### config.mk
export PLATFORM = sky130hd
export DESIGN_NAME = single_wire_sensor_frame_reader_unit
export DESIGN_NICKNAME = d
export VERILOG_FILES = /design/src/rtl/swfr_pkg.sv /design/src/rtl/single_wire_sensor_frame_reader_unit.sv /design/src/rtl/swfr_front.sv /design/src/rtl/swfr_queue.sv /design/src/rtl/swfr_back.sv
export SDC_FILE = /design/constraint.sdc
export NUM_CORES = 1
export LEC_CHECK = 0
export BUFFER_PORTS_ARGS = -buffer_cell sky130_fd_sc_hd__clkbuf_2
export CORE_UTILIZATION = 48
export DETAILED_ROUTE_END_ITERATION = 12
export PLACE_DENSITY = 0.65
export SYNTH_ARGS = -nofsm -noshare
export SYNTH_HDL_FRONTEND = slang
export SYNTH_SLANG_ARGS = --single-unit
### constraint.sdc
create_clock -name clock -period 9.1 [get_ports clock]
set_input_delay 2.73 -clock clock [delete_from_list [all_inputs] [get_ports clock]]
set_output_delay 2.73 -clock clock [all_outputs]
set_load 0.05 [all_outputs]
### src/rtl/swfr_pkg.sv
// ----------------------------------------------------------------------------
// swfr_pkg
// types and constants shared by the sensor frame reader modules
// ----------------------------------------------------------------------------
`default_nettype none

package swfr_pkg;

   localparam int REQ_TDATA_W = 8;
   localparam int RSP_TDATA_W = 40;
   localparam int CSR_INDEX_W = 3;
   localparam int CSR_DATA_W  = 16;
   localparam int QUEUE_DEPTH = 4;
   localparam int QUEUE_PTR_W = $clog2(QUEUE_DEPTH);
   localparam int QUEUE_CNT_W = $clog2(QUEUE_DEPTH + 1);
   localparam int FRAME_BITS  = 40;

   typedef enum logic [CSR_INDEX_W-1:0] {
      CSR_SENSOR_TYPE      = 3'd0,
      CSR_START_LOW_TICKS  = 3'd1,
      CSR_RELEASE_TICKS    = 3'd2,
      CSR_RESPONSE_LIMIT   = 3'd3,
      CSR_BIT_WAIT_LIMIT   = 3'd4,
      CSR_BIT_SAMPLE_DELAY = 3'd5
   } csr_index_type;

   typedef enum logic [2:0] {
      STATUS_OK             = 3'd0,
      STATUS_NO_RESPONSE    = 3'd1,
      STATUS_RESP_LOW_TOUT  = 3'd2,
      STATUS_RESP_HIGH_TOUT = 3'd3,
      STATUS_BIT_TOUT       = 3'd4,
      STATUS_CHECKSUM_BAD   = 3'd5
   } status_type;

   typedef struct packed {
      logic       sensor_type;
      logic [15:0] start_low_ticks;
      logic [7:0] release_ticks;
      logic [7:0] response_limit;
      logic [7:0] bit_wait_limit;
      logic [7:0] bit_sample_delay;
   } cfg_type;

   // classified item passed from front to back
   typedef struct packed {
      logic is_start;
      logic pin_level;
   } item_type;

   // result item, drive_low in the lowest bit
   typedef struct packed {
      logic [1:0]  pad;
      logic [15:0] temperature;
      logic [15:0] humidity;
      status_type  status;
      logic        done_res;
      logic        busy_res;
      logic        drive_low;
   } rsp_fields_type;

endpackage

`default_nettype wire

### src/rtl/single_wire_sensor_frame_reader_unit.sv
// ----------------------------------------------------------------------------
// single_wire_sensor_frame_reader_unit
// reads one frame from a single-wire temperature and humidity sensor
// ----------------------------------------------------------------------------
// Takes one item per clock while the result side keeps taking results: each
// item is a one-microsecond line sample or a start request, and each gives
// exactly one result item. An input register and a four-entry queue sit in
// front of the read sequencer, whose output register holds the result until
// it is taken; an accepted item passes through the input register and a queue
// entry into the output register. The sequencer handles one item per cycle, so
// throughput is set only by the result side taking items.
// ----------------------------------------------------------------------------
`default_nettype none

module single_wire_sensor_frame_reader_unit (
   input  wire logic                               clock,
   input  wire logic                               reset,
   input  wire logic                               req_tvalid,
   output logic                                    req_tready,
   input  wire logic [swfr_pkg::REQ_TDATA_W-1:0]   req_tdata, // pin_level, zero pad
   input  wire logic                               req_tuser, // action
   output logic                                    rsp_tvalid,
   input  wire logic                               rsp_tready,
   // drive_low, busy_res, done_res, status[2:0], humidity[15:0],
   // temperature[15:0], zero pad
   output logic [swfr_pkg::RSP_TDATA_W-1:0]        rsp_tdata,
   input  wire logic                               csr_we,
   input  wire logic [swfr_pkg::CSR_INDEX_W-1:0]   csr_index,
   input  wire logic [swfr_pkg::CSR_DATA_W-1:0]    csr_wdata
);

   swfr_pkg::cfg_type  cfg_ff;
   logic               push_valid;
   logic               push_ready;
   swfr_pkg::item_type push_item;
   logic               pop_valid;
   logic               pop_ready;
   swfr_pkg::item_type pop_item;

   always_ff @(posedge clock) begin
      if (reset) begin
         cfg_ff.sensor_type      <= 1'b0;
         cfg_ff.start_low_ticks  <= 16'd20000;
         cfg_ff.release_ticks    <= 8'd20;
         cfg_ff.response_limit   <= 8'd90;
         cfg_ff.bit_wait_limit   <= 8'd60;
         cfg_ff.bit_sample_delay <= 8'd30;
      end else if (csr_we) begin
         case (csr_index)
            swfr_pkg::CSR_SENSOR_TYPE:      cfg_ff.sensor_type      <= csr_wdata[0];
            swfr_pkg::CSR_START_LOW_TICKS:  cfg_ff.start_low_ticks  <= csr_wdata;
            swfr_pkg::CSR_RELEASE_TICKS:    cfg_ff.release_ticks    <= csr_wdata[7:0];
            swfr_pkg::CSR_RESPONSE_LIMIT:   cfg_ff.response_limit   <= csr_wdata[7:0];
            swfr_pkg::CSR_BIT_WAIT_LIMIT:   cfg_ff.bit_wait_limit   <= csr_wdata[7:0];
            swfr_pkg::CSR_BIT_SAMPLE_DELAY: cfg_ff.bit_sample_delay <= csr_wdata[7:0];
            default: begin
            end
         endcase
      end
   end

   swfr_front u_front (
      .clock      (clock),
      .reset      (reset),
      .req_tvalid (req_tvalid),
      .req_tready (req_tready),
      .req_tdata  (req_tdata),
      .req_tuser  (req_tuser),
      .push_valid (push_valid),
      .push_item  (push_item),
      .push_ready (push_ready)
   );

   swfr_queue u_queue (
      .clock      (clock),
      .reset      (reset),
      .push_valid (push_valid),
      .push_item  (push_item),
      .push_ready (push_ready),
      .pop_valid  (pop_valid),
      .pop_item   (pop_item),
      .pop_ready  (pop_ready)
   );

   swfr_back u_back (
      .clock      (clock),
      .reset      (reset),
      .cfg        (cfg_ff),
      .pop_valid  (pop_valid),
      .pop_item   (pop_item),
      .pop_ready  (pop_ready),
      .rsp_tvalid (rsp_tvalid),
      .rsp_tready (rsp_tready),
      .rsp_tdata  (rsp_tdata)
   );

endmodule

`default_nettype wire

### src/rtl/swfr_front.sv
// ----------------------------------------------------------------------------
// swfr_front
// input stage: takes request items and classifies them as start or tick
// ----------------------------------------------------------------------------
`default_nettype none

module swfr_front (
   input  wire logic                           clock,
   input  wire logic                           reset,
   input  wire logic                           req_tvalid,
   output logic                                req_tready,
   input  wire logic [swfr_pkg::REQ_TDATA_W-1:0] req_tdata, // pin_level, zero pad
   input  wire logic                           req_tuser, // action
   output logic                                push_valid,
   output swfr_pkg::item_type                  push_item,
   input  wire logic                           push_ready
);

   logic               valid_ff;
   swfr_pkg::item_type item_ff;
   swfr_pkg::item_type item_in;

   assign req_tready = !valid_ff || push_ready;
   assign push_valid = valid_ff;
   assign push_item  = item_ff;

   always_comb begin
      item_in.is_start  = req_tuser;
      item_in.pin_level = req_tdata[0];
   end

   always_ff @(posedge clock) begin
      if (reset) begin
         valid_ff <= 1'b0;
      end else if (req_tvalid && req_tready) begin
         valid_ff <= 1'b1;
      end else if (push_ready) begin
         valid_ff <= 1'b0;
      end
   end

   always_ff @(posedge clock) begin
      if (req_tvalid && req_tready) begin
         item_ff <= item_in;
      end
   end

endmodule

`default_nettype wire

### src/rtl/swfr_queue.sv
// ----------------------------------------------------------------------------
// swfr_queue
// short fifo between the front stage and the sequencer
// ----------------------------------------------------------------------------
`default_nettype none

module swfr_queue (
   input  wire logic               clock,
   input  wire logic               reset,
   input  wire logic               push_valid,
   input  wire swfr_pkg::item_type push_item,
   output logic                    push_ready,
   output logic                    pop_valid,
   output swfr_pkg::item_type      pop_item,
   input  wire logic               pop_ready
);

   swfr_pkg::item_type                   mem_ff [swfr_pkg::QUEUE_DEPTH];
   logic [swfr_pkg::QUEUE_PTR_W-1:0]     wr_ptr_ff;
   logic [swfr_pkg::QUEUE_PTR_W-1:0]     rd_ptr_ff;
   logic [swfr_pkg::QUEUE_CNT_W-1:0]     count_ff;
   logic                                 do_push;
   logic                                 do_pop;

   assign push_ready = (count_ff != swfr_pkg::QUEUE_CNT_W'(swfr_pkg::QUEUE_DEPTH));
   assign pop_valid  = (count_ff != '0);
   assign pop_item   = mem_ff[rd_ptr_ff];
   assign do_push    = push_valid && push_ready;
   assign do_pop     = pop_valid && pop_ready;

   always_ff @(posedge clock) begin
      if (reset) begin
         wr_ptr_ff <= '0;
         rd_ptr_ff <= '0;
         count_ff  <= '0;
      end else begin
         if (do_push) begin
            wr_ptr_ff <= wr_ptr_ff + 1'b1;
         end
         if (do_pop) begin
            rd_ptr_ff <= rd_ptr_ff + 1'b1;
         end
         if (do_push && !do_pop) begin
            count_ff <= count_ff + 1'b1;
         end else if (do_pop && !do_push) begin
            count_ff <= count_ff - 1'b1;
         end
      end
   end

   always_ff @(posedge clock) begin
      if (do_push) begin
         mem_ff[wr_ptr_ff] <= push_item;
      end
   end

endmodule

`default_nettype wire

### src/rtl/swfr_back.sv
// ----------------------------------------------------------------------------
// swfr_back
// read sequencer: times the start pulse, response and data bits, checks
// the frame and registers one result item per input item
// ----------------------------------------------------------------------------
`default_nettype none

module swfr_back (
   input  wire logic                             clock,
   input  wire logic                             reset,
   input  wire swfr_pkg::cfg_type                cfg,
   input  wire logic                             pop_valid,
   input  wire swfr_pkg::item_type               pop_item,
   output logic                                  pop_ready,
   output logic                                  rsp_tvalid,
   input  wire logic                             rsp_tready,
   output logic [swfr_pkg::RSP_TDATA_W-1:0]      rsp_tdata
);

   typedef enum logic [2:0] {
      PH_IDLE,
      PH_START_LOW,
      PH_RELEASE,
      PH_RESP_LOW,
      PH_RESP_HIGH,
      PH_BIT_LOW,
      PH_BIT_DELAY,
      PH_BIT_HIGH
   } phase_type;

   phase_type                 phase_ff, phase_in;
   logic [15:0]               tick_count_ff, tick_count_in;
   logic [5:0]                bit_index_ff, bit_index_in;
   logic [39:0]               frame_bits_ff, frame_bits_in;
   swfr_pkg::status_type      status_ff, status_in;
   logic [15:0]               humidity_ff, humidity_in;
   logic [15:0]               temperature_ff, temperature_in;
   logic                      rsp_valid_ff;
   swfr_pkg::rsp_fields_type  rsp_ff, rsp_in;

   logic                      pop;
   logic                      done;
   logic [15:0]               tick_inc;
   logic [5:0]                bit_inc;
   logic [7:0]                byte_sum;
   logic                      sum_ok;

   function automatic logic [15:0] join_value(input logic kind, input logic [7:0] hi,
                                              input logic [7:0] lo);
      logic [15:0] hi_w;
      hi_w = {8'd0, hi};
      if (!kind) begin
         // hi * 10 as two shifts
         join_value = (hi_w << 3) + (hi_w << 1) + {8'd0, lo};
      end else begin
         join_value = {hi, lo};
      end
   endfunction

   assign pop        = pop_valid && (!rsp_valid_ff || rsp_tready);
   assign pop_ready  = !rsp_valid_ff || rsp_tready;
   assign rsp_tvalid = rsp_valid_ff;
   assign rsp_tdata  = rsp_ff;

   assign tick_inc = tick_count_ff + 16'd1;
   assign bit_inc  = bit_index_ff + 6'd1;
   assign byte_sum = frame_bits_ff[39:32] + frame_bits_ff[31:24]
                   + frame_bits_ff[23:16] + frame_bits_ff[15:8];
   assign sum_ok   = (byte_sum == frame_bits_ff[7:0]);

   always_comb begin
      phase_in       = phase_ff;
      tick_count_in  = tick_count_ff;
      bit_index_in   = bit_index_ff;
      frame_bits_in  = frame_bits_ff;
      status_in      = status_ff;
      humidity_in    = humidity_ff;
      temperature_in = temperature_ff;
      done           = 1'b0;

      if (pop_item.is_start) begin
         // a start while a read runs is dropped
         if (phase_ff == PH_IDLE) begin
            phase_in      = PH_START_LOW;
            tick_count_in = '0;
            bit_index_in  = '0;
            frame_bits_in = '0;
         end
      end else if (phase_ff != PH_IDLE) begin
         case (phase_ff)
            PH_START_LOW: begin
               tick_count_in = tick_inc;
               if (tick_inc >= cfg.start_low_ticks) begin
                  phase_in      = PH_RELEASE;
                  tick_count_in = '0;
               end
            end
            PH_RELEASE: begin
               tick_count_in = tick_inc;
               if (tick_inc >= {8'd0, cfg.release_ticks}) begin
                  tick_count_in = '0;
                  if (pop_item.pin_level) begin
                     phase_in  = PH_IDLE;
                     status_in = swfr_pkg::STATUS_NO_RESPONSE;
                  end else begin
                     phase_in = PH_RESP_LOW;
                  end
               end
            end
            PH_RESP_LOW: begin
               if (pop_item.pin_level) begin
                  phase_in      = PH_RESP_HIGH;
                  tick_count_in = '0;
               end else begin
                  tick_count_in = tick_inc;
                  if (tick_inc > {8'd0, cfg.response_limit}) begin
                     phase_in      = PH_IDLE;
                     tick_count_in = '0;
                     status_in     = swfr_pkg::STATUS_RESP_LOW_TOUT;
                  end
               end
            end
            PH_RESP_HIGH: begin
               if (!pop_item.pin_level) begin
                  phase_in      = PH_BIT_LOW;
                  tick_count_in = '0;
               end else begin
                  tick_count_in = tick_inc;
                  if (tick_inc > {8'd0, cfg.response_limit}) begin
                     phase_in      = PH_IDLE;
                     tick_count_in = '0;
                     status_in     = swfr_pkg::STATUS_RESP_HIGH_TOUT;
                  end
               end
            end
            PH_BIT_LOW: begin
               if (pop_item.pin_level) begin
                  phase_in      = PH_BIT_DELAY;
                  tick_count_in = '0;
               end else begin
                  tick_count_in = tick_inc;
                  if (tick_inc >= {8'd0, cfg.bit_wait_limit}) begin
                     phase_in      = PH_IDLE;
                     tick_count_in = '0;
                     status_in     = swfr_pkg::STATUS_BIT_TOUT;
                  end
               end
            end
            PH_BIT_DELAY: begin
               tick_count_in = tick_inc;
               if (tick_inc >= {8'd0, cfg.bit_sample_delay}) begin
                  frame_bits_in = {frame_bits_ff[38:0], pop_item.pin_level};
                  phase_in      = PH_BIT_HIGH;
                  tick_count_in = '0;
               end
            end
            PH_BIT_HIGH: begin
               if (!pop_item.pin_level) begin
                  bit_index_in  = bit_inc;
                  tick_count_in = '0;
                  if (bit_inc >= 6'(swfr_pkg::FRAME_BITS)) begin
                     phase_in = PH_IDLE;
                     if (sum_ok) begin
                        status_in      = swfr_pkg::STATUS_OK;
                        humidity_in    = join_value(cfg.sensor_type, frame_bits_ff[39:32],
                                                    frame_bits_ff[31:24]);
                        temperature_in = join_value(cfg.sensor_type, frame_bits_ff[23:16],
                                                    frame_bits_ff[15:8]);
                     end else begin
                        status_in = swfr_pkg::STATUS_CHECKSUM_BAD;
                     end
                  end else begin
                     phase_in = PH_BIT_LOW;
                  end
               end else begin
                  tick_count_in = tick_inc;
                  if (tick_inc >= {8'd0, cfg.bit_wait_limit}) begin
                     phase_in      = PH_IDLE;
                     tick_count_in = '0;
                     status_in     = swfr_pkg::STATUS_BIT_TOUT;
                  end
               end
            end
            default: begin
               phase_in = PH_IDLE;
            end
         endcase
         done = (phase_in == PH_IDLE);
      end

      rsp_in.pad         = '0;
      rsp_in.temperature = temperature_in;
      rsp_in.humidity    = humidity_in;
      rsp_in.status      = status_in;
      rsp_in.done_res    = done;
      rsp_in.busy_res    = (phase_in != PH_IDLE);
      rsp_in.drive_low   = (phase_in == PH_START_LOW);
   end

   always_ff @(posedge clock) begin
      if (reset) begin
         phase_ff       <= PH_IDLE;
         tick_count_ff  <= '0;
         bit_index_ff   <= '0;
         frame_bits_ff  <= '0;
         status_ff      <= swfr_pkg::STATUS_OK;
         humidity_ff    <= '0;
         temperature_ff <= '0;
         rsp_valid_ff   <= 1'b0;
      end else begin
         if (pop) begin
            phase_ff       <= phase_in;
            tick_count_ff  <= tick_count_in;
            bit_index_ff   <= bit_index_in;
            frame_bits_ff  <= frame_bits_in;
            status_ff      <= status_in;
            humidity_ff    <= humidity_in;
            temperature_ff <= temperature_in;
            rsp_valid_ff   <= 1'b1;
            rsp_ff         <= rsp_in;
         end else if (rsp_tready) begin
            rsp_valid_ff <= 1'b0;
         end
      end
   end

endmodule

`default_nettype wire

==> results of run 1 <==
routing by layer:
metal | routed length, um | vias up | share of wire
met5 | 0 | - | 0
met1 | 13900 | 4771 | 0.48
li1 | - | 4982 | -
met4 | 650 | 0 | 0.022
met2 | 13200 | 243 | 0.45
met3 | 1490 | 41 | 0.051
cell usage in the layout, fill, tap and decap left out, drive strengths merged, types with 30 or more instances in the layout:
cell	Yosys	final
nand2	194	194
dfxtp	160	160
a21oi	128	128
nor2	98	98
clkbuf	43	95
inv	93	93
ha	92	92
nand3	70	70
o21ai	51	51
edfxtp	48	48
xnor2	30	30
synthesized netlist by cell type (all sizes together) (12+ instances only):
cell    instances  area share
nand4          15      0.0094
edfxtp         48        0.12
inv            93       0.029
buf            25       0.013
a311oi         12       0.012
xnor2          30       0.021
dfxtp         160        0.26
mux2           19       0.018
nor2           98       0.030
a21o           24       0.015
a21oi         128       0.053
ha             92       0.094
nand2         194       0.060
a31oi          14      0.0072
nand3          70       0.032
fa             19       0.031
xor2           26       0.019
a211oi         14      0.0090
o211ai         27       0.017
nand2b         14      0.0072
clkbuf         43       0.013
o21ai          51       0.021
nor3           26       0.012
worst paths after layout:
kind	slack [ns]	end	start	cells past startpoint
worst max-delay path	4.04	u_back.tick_count_ff[14]	rsp_tready	9
worst min-delay path	0.45	u_back.humidity_ff[6]	u_back.humidity_ff[6]	2
worst min register to register	0.45	u_back.humidity_ff[6]	u_back.humidity_ff[6]	2
worst max register to register	4.25	u_back.temperature_ff[10]	u_back.frame_bits_ff[17]	15
power by group:
part	switching [uW]	total (uW)	internal, uW
clock network	384	948	564
logic	562	746	183
registers	59.3	1120	1060
registers in the layout, summed over array words and instances (netlist names), named ones only:
signal	count
u_front.push_item	2
u_queue.mem_ff	8
u_back.tick_count_ff	16
u_back.rsp_tvalid	1
u_back.phase_ff	3
u_back.frame_bits_ff	40
u_back.status_ff	3
u_back.temperature_ff	16
u_back.rsp_tdata	38
u_queue.count_ff	3
cfg_ff	49
u_front.push_valid	1
u_back.bit_index_ff	6
u_queue.wr_ptr_ff	2
u_queue.rd_ptr_ff	2
u_back.humidity_ff	16
metrics by stage:
step	setup slack (ns)	utilization	hold slack [ns]	total power (uW)
2_1_floorplan	3.71	-	0.429	1690
6_report	4.04	0.541	0.453	2810
4_1_cts	4.03	0.541	0.454	2830
5_1_grt	3.72	0.541	0.467	2950
3_3_place_gp	3.59	0.510	0.438	1870
3_5_place_dp	3.48	0.510	0.446	1880
layout make-up:
class	count	share of cell area
flip-flops and latches	208	0.342
repair buffers	79	0.0319
inverters	95	0.0263
clock buffers	31	0.0485
well taps	330	0.0304
clock inverters	13	0.00821
multi-input cells	1018	0.512
tightest hold or removal path: stages (launching register included):
cell and delay [ns]:
dfxtp_1 0.30, nand2_1 0.05, a21oi_1 0.05
cells by family after synthesis:
family / count (synthesis)
simple gates: 473
compound gates: 346
flops: 208
buf+inv: 163
xor+xnor: 56
other cells: 1
mux: 30
fa+ha+maj: 111
==> results.py, run 1 <==
metrics = {
    "grt": {
        "grt_max_degree": 66,
        "grt_pass1_vias": 9423,
        "grt_overflow": 0,
        "gr-usage-met3": 0.0291,
        "grt.met1_usage": 0.314,
        "use_met2": 0.368,
        "grt.busiest_layer": "met2",
        "grt_pass1_wl_um": 48000,
        "grt.total_usage": 0.226,
        "antenna_found_initial": 0,
    },
    "critical_path": {
        "start_kind": "input port",
        "worstSetupPathType": "input port to flop",
        "cp_num_buf_inv": 4,
        "crit_family": "simple AND/OR/NAND/NOR gates",
        "crit_chain": "clkbuf_2, inv_1, a21oi_4, buf_4, inv_1, nor3_1, nand4_1, nor2_2, a22o_1",
        "crit_path_frequent_cell": "inv_1",
        "critical_path_arrival_ns": 5.52,
        "required_ns": 9.55,
        "critPathMaxStageDelay_ns": 0.56,
        "endpoint_kind": "flop",
        "cp_slowest_cell": "inv_1",
        "crit_fanout": 41,
    },
    "yosys": {
        "async_reset_ff_frac": 0,
        "synthAdderAreaFrac": 0.125,
        "synth_compound_area_frac": 0.187,
        "synth.area.mux_share": 0.0284,
        "ys.flop_type": "dfxtp_1",
        "synth_top_family_by_area": "compound AO/OA/AOI/OAI gates",
        "synth-edff-count": 48,
        "synth-seq-cells": 208,
        "synth_area_sq_mm": 0.0122,
        "avgSynthCellArea_sq_um": 8.82,
        "yosysWarnings": 0,
        "synthSimpleGateAreaFrac": 0.184,
        "yosysUniqueCellTypes": 91,
        "synth_xor_area_frac": 0.0407,
        "synth_seq_area_share": 0.379,
        "syn_inst": 1388,
    },
    "place": {
        "place.gp.congestion": 0.866,
        "port_buffers": 65,
        "post-dp-hpwl_um": 20200,
        "dpl-instance-area_sq_mm": 0.0128,
        "placed_cells": 1730,
    },
    "sta": {
        "worst_slew_pin_slew_ns": 1.26,
        "relSlewSlack": 0.152,
        "fin_worst_skew_ns": 0.0139,
        "slew_viol_final": 0,
        "period_share": 0.556,
        "finalSetupTns_ns": 0,
        "layout_min_cycle_time_ns": 5.06,
        "rsz0062_at_grt": "no",
        "hold_violations": 0,
        "setup_violations": 0,
        "max_freq_mhz": 198,
    },
    "layout": {
        "layout.area.seq_sq_mm": 0.00464,
        "final_cell_area_sq_mm": 0.0136,
        "stdcell_count": 1774,
        "area_growth_pct": 10.8,
        "antenna_cells": 0,
        "final.fill_count": 2291,
        "nets": 1570,
        "drive_gt1_frac": 0.120,
        "multi_input_area_sq_mm": 0.00696,
    },
    "clock_network": {
        "ctsHoldBuffers": 0,
        "cts.htree.levels": 1,
        "cts_buffers": 24,
        "cts_buffer_depth": 3,
        "cts_num_sinks": 208,
        "cts_setup_buffers": 0,
        "clk_pin_slew_ns": 0.06,
        "cts_resized": 0,
        "clk_root_buffer_cell": "clkbuf_16",
        "clk_latency_ns": 0.52,
        "cts_tree": "yes",
    },
    "drt": {
        "first_pass_iters": 5,
        "initialDrtViolationCount": 666,
        "wl_um": 29300,
        "vias_per_cell": 5.66,
        "wl_per_cell_um": 16.5,
        "via_count": 10037,
        "drtAntennaViolNets": 0,
        "drc": 0,
    },
    "die": {
        "initial_core_util": 0.488,
        "die_y_um": 162,
        "core_sq_mm": 0.0251,
        "die_w_um": 162,
        "die_area_sq_mm": 0.0262,
        "rows": 58,
        "io-pin-count": 75,
    },
    "worst_hold_path": {
        "min_path_type": "flop to flop",
    },
    "status": {
        "status": "completed",
    },
    "power_and_ir_drop": {
        "peakVddDrop_mv": 0.138,
        "p_leak_uw": 0.00560,
        "powerDensity_mw_per_mm2": 207,
    },
    "run": {
        "drv_cap": 0,
    },
}
(Power assumes the default switching activity.)
==> inputs of run 2 (changes only) <==
clock period = 4.75 ns   (was 9.1 ns; I/O delays follow)
==> run 2 against run 1 <==
Net effect: sequential share of layout area decreased by 0.37 points; hold slack about the same; clock power up 96%; clock-buffer cell count up 5; cell count up 0.73%; total power rose by 94%; die area stayed put; routed wire length increased by 2.0%; sequential power grew 91%; worst setup slack got worse by 3.7 ns; largest cell class unchanged; largest power group unchanged; highest routed layer unchanged.
==> results.py, run 2 (synthesized netlist as in run 1, its figures left out) <==
metrics = {
    "place": {
        "post-dp-hpwl_um": 21000,
        "pre_cts_ws_ns": 0.378,
        "port_buffers": 65,
        "place.gp.congestion": 0.874,
    },
    "grt": {
        "grt.total_usage": 0.232,
        "grt_pass1_wl_um": 49000,
        "antenna_found_initial": 0,
        "grt_overflow": 0,
        "grt_max_degree": 57,
        "grt_pass1_vias": 9604,
    },
    "critical_path": {
        "critical_path_arrival_ns": 4.82,
        "crit_path_frequent_cell": "fa_1",
        "r2r_slack_ns": 0.36,
        "crit_chain": "fa_1, inv_1, fa_1, inv_1, ha_1, fa_1, xnor2_1, xnor2_1, nor4_2, nand4_2, nor4_4, buf_12, and2_1, nor2_1, a311oi_1",
        "crit_family": "adder cells",
        "start_kind": "flop",
        "critPathMaxStageDelay_ns": 0.54,
        "worst-path-stages": 15,
        "crit_fanout": 26,
        "cp_num_buf_inv": 3,
        "required_ns": 5.19,
        "worstSetupPathType": "flop to flop",
        "cp_slowest_cell": "fa_1",
        "rr_worst_depth": 15,
        "endpoint_kind": "flop",
    },
    "layout": {
        "final_common_cell": "nand2_1",
        "final.fill_count": 2272,
        "largest_register": "cfg_ff",
        "nets": 1583,
        "largest_register_ffs": 49,
        "area_growth_pct": 12.0,
        "mostFrequentLayoutCells": "nand2_1, dfxtp_1, a21oi_1, nor2_1",
        "antenna_cells": 0,
        "drive_gt1_frac": 0.127,
    },
    "sta": {
        "setup_ws_ns": 0.365,
        "rsz0062_at_grt": "no",
        "period_share": 0.923,
        "fin_worst_skew_ns": 0.0167,
        "layout_min_cycle_time_ns": 4.39,
        "slew_viol_final": 0,
        "finalSetupTns_ns": 0,
        "max_freq_mhz": 228,
        "hold_violations": 0,
        "relSlewSlack": 0.214,
        "setup_violations": 0,
        "worst_slew_pin_slew_ns": 1.17,
    },
    "die": {
        "die_area_sq_mm": 0.0262,
        "io-pin-count": 75,
        "initial_core_util": 0.488,
        "die_w_um": 162,
        "core_sq_mm": 0.0251,
        "die_y_um": 162,
        "rows": 58,
    },
    "drt": {
        "wl_um": 29900,
        "vias_per_cell": 5.68,
        "first_pass_iters": 5,
        "wl_per_cell_um": 16.7,
        "initialDrtViolationCount": 756,
        "drc": 0,
        "drtAntennaViolNets": 0,
        "via_count": 10144,
    },
    "clock_network": {
        "clk_latency_ns": 0.54,
        "ctsHoldBuffers": 0,
        "cts_num_sinks": 208,
        "clk_root_buffer_cell": "clkbuf_16",
        "cts_buffer_depth": 3,
        "cts.htree.levels": 1,
        "clk_pin_slew_ns": 0.06,
        "cts_resized": 0,
        "cts_tree": "yes",
        "cts_buffers": 25,
        "cts_setup_buffers": 0,
    },
    "power_and_ir_drop": {
        "sw_frac_of_total": 0.358,
        "power_frac_seq": 0.393,
        "switchingPower_uw": 1950,
        "peakVddDrop_mv": 0.305,
        "p_int_uw": 3500,
        "p_total_uw": 5450,
        "p_clk_frac": 0.341,
        "combPwrFrac": 0.266,
        "powerDensity_mw_per_mm2": 397,
        "p_leak_uw": 0.00568,
    },
    "worst_hold_path": {
        "hold_path_depth": 2,
        "min_path_type": "flop to flop",
    },
    "run": {
        "drv_cap": 0,
    },
    "status": {
        "status": "completed",
    },
}
[run 2: cell count changes in the layout (fill, tap and decap cells not counted)]
cell,delta
bufinv_16,-1
inv_16,+1
clkbuf_16,+1
inv_8,+1
buf_12,+2
clkinvlp_4,-1
buf_4,+10
clkbuf_8,+2
clkbuf_1,+2
clkinv_2,-4
[run 2: layout make-up]
cell class | count | area (sq um) | share of cell area
multi-input combinational | 1018 | 6960 | 0.507
sequential | 208 | 4640 | 0.338
clock buffer | 36 | 718 | 0.0523
timing repair buffer | 91 | 548 | 0.0399
tap | 330 | 413 | 0.0301
inverter | 95 | 357 | 0.0260
clock inverter | 9 | 85.1 | 0.00620
[run 2: path summary, 6_finish.rpt]
kind                         endpoint                     start
max            u_back.humidity_ff[10]   u_back.frame_bits_ff[9]
min          u_back.temperature_ff[3]  u_back.temperature_ff[3]
max reg2reg    u_back.humidity_ff[10]   u_back.frame_bits_ff[9]
min reg2reg  u_back.temperature_ff[3]  u_back.temperature_ff[3]
[run 2: power by group through the flow]
stage          clock network (uW)  logic, uW  registers, uW
2_1_floorplan                   0        768           2470
3_3_place_gp                    0       1430           2170
3_5_place_dp                    0       1450           2180
4_1_cts                      1900       1450           2140
5_1_grt                      1970       1570           2160
6_report                     1860       1450           2140
[run 2: per-stage QoR]
stage          area, sq um  utilization  cells  hold WS (ns)
2_1_floorplan        12200            -   1389         0.429
3_3_place_gp         12900        0.514   1742         0.440
3_5_place_dp         12900        0.514   1742         0.446
4_1_cts              13700        0.546   1787         0.453
5_1_grt              13700        0.546   1787         0.477
6_report             13700        0.546   1787         0.453
[run 2: metal layers]
metal,up-vias,global-route usage,share of wire
li1,5025,-,-
met1,4855,0.331,0.49
met2,212,0.362,0.44
met3,52,0.0319,0.048
met4,0,0.0750,0.024
met5,-,0,0
[run 2: tightest hold or removal path, cell delays in order (launching register included)]
cell and delay, ns:
dfxtp_1 0.31, nand2_1 0.05, a21oi_1 0.05
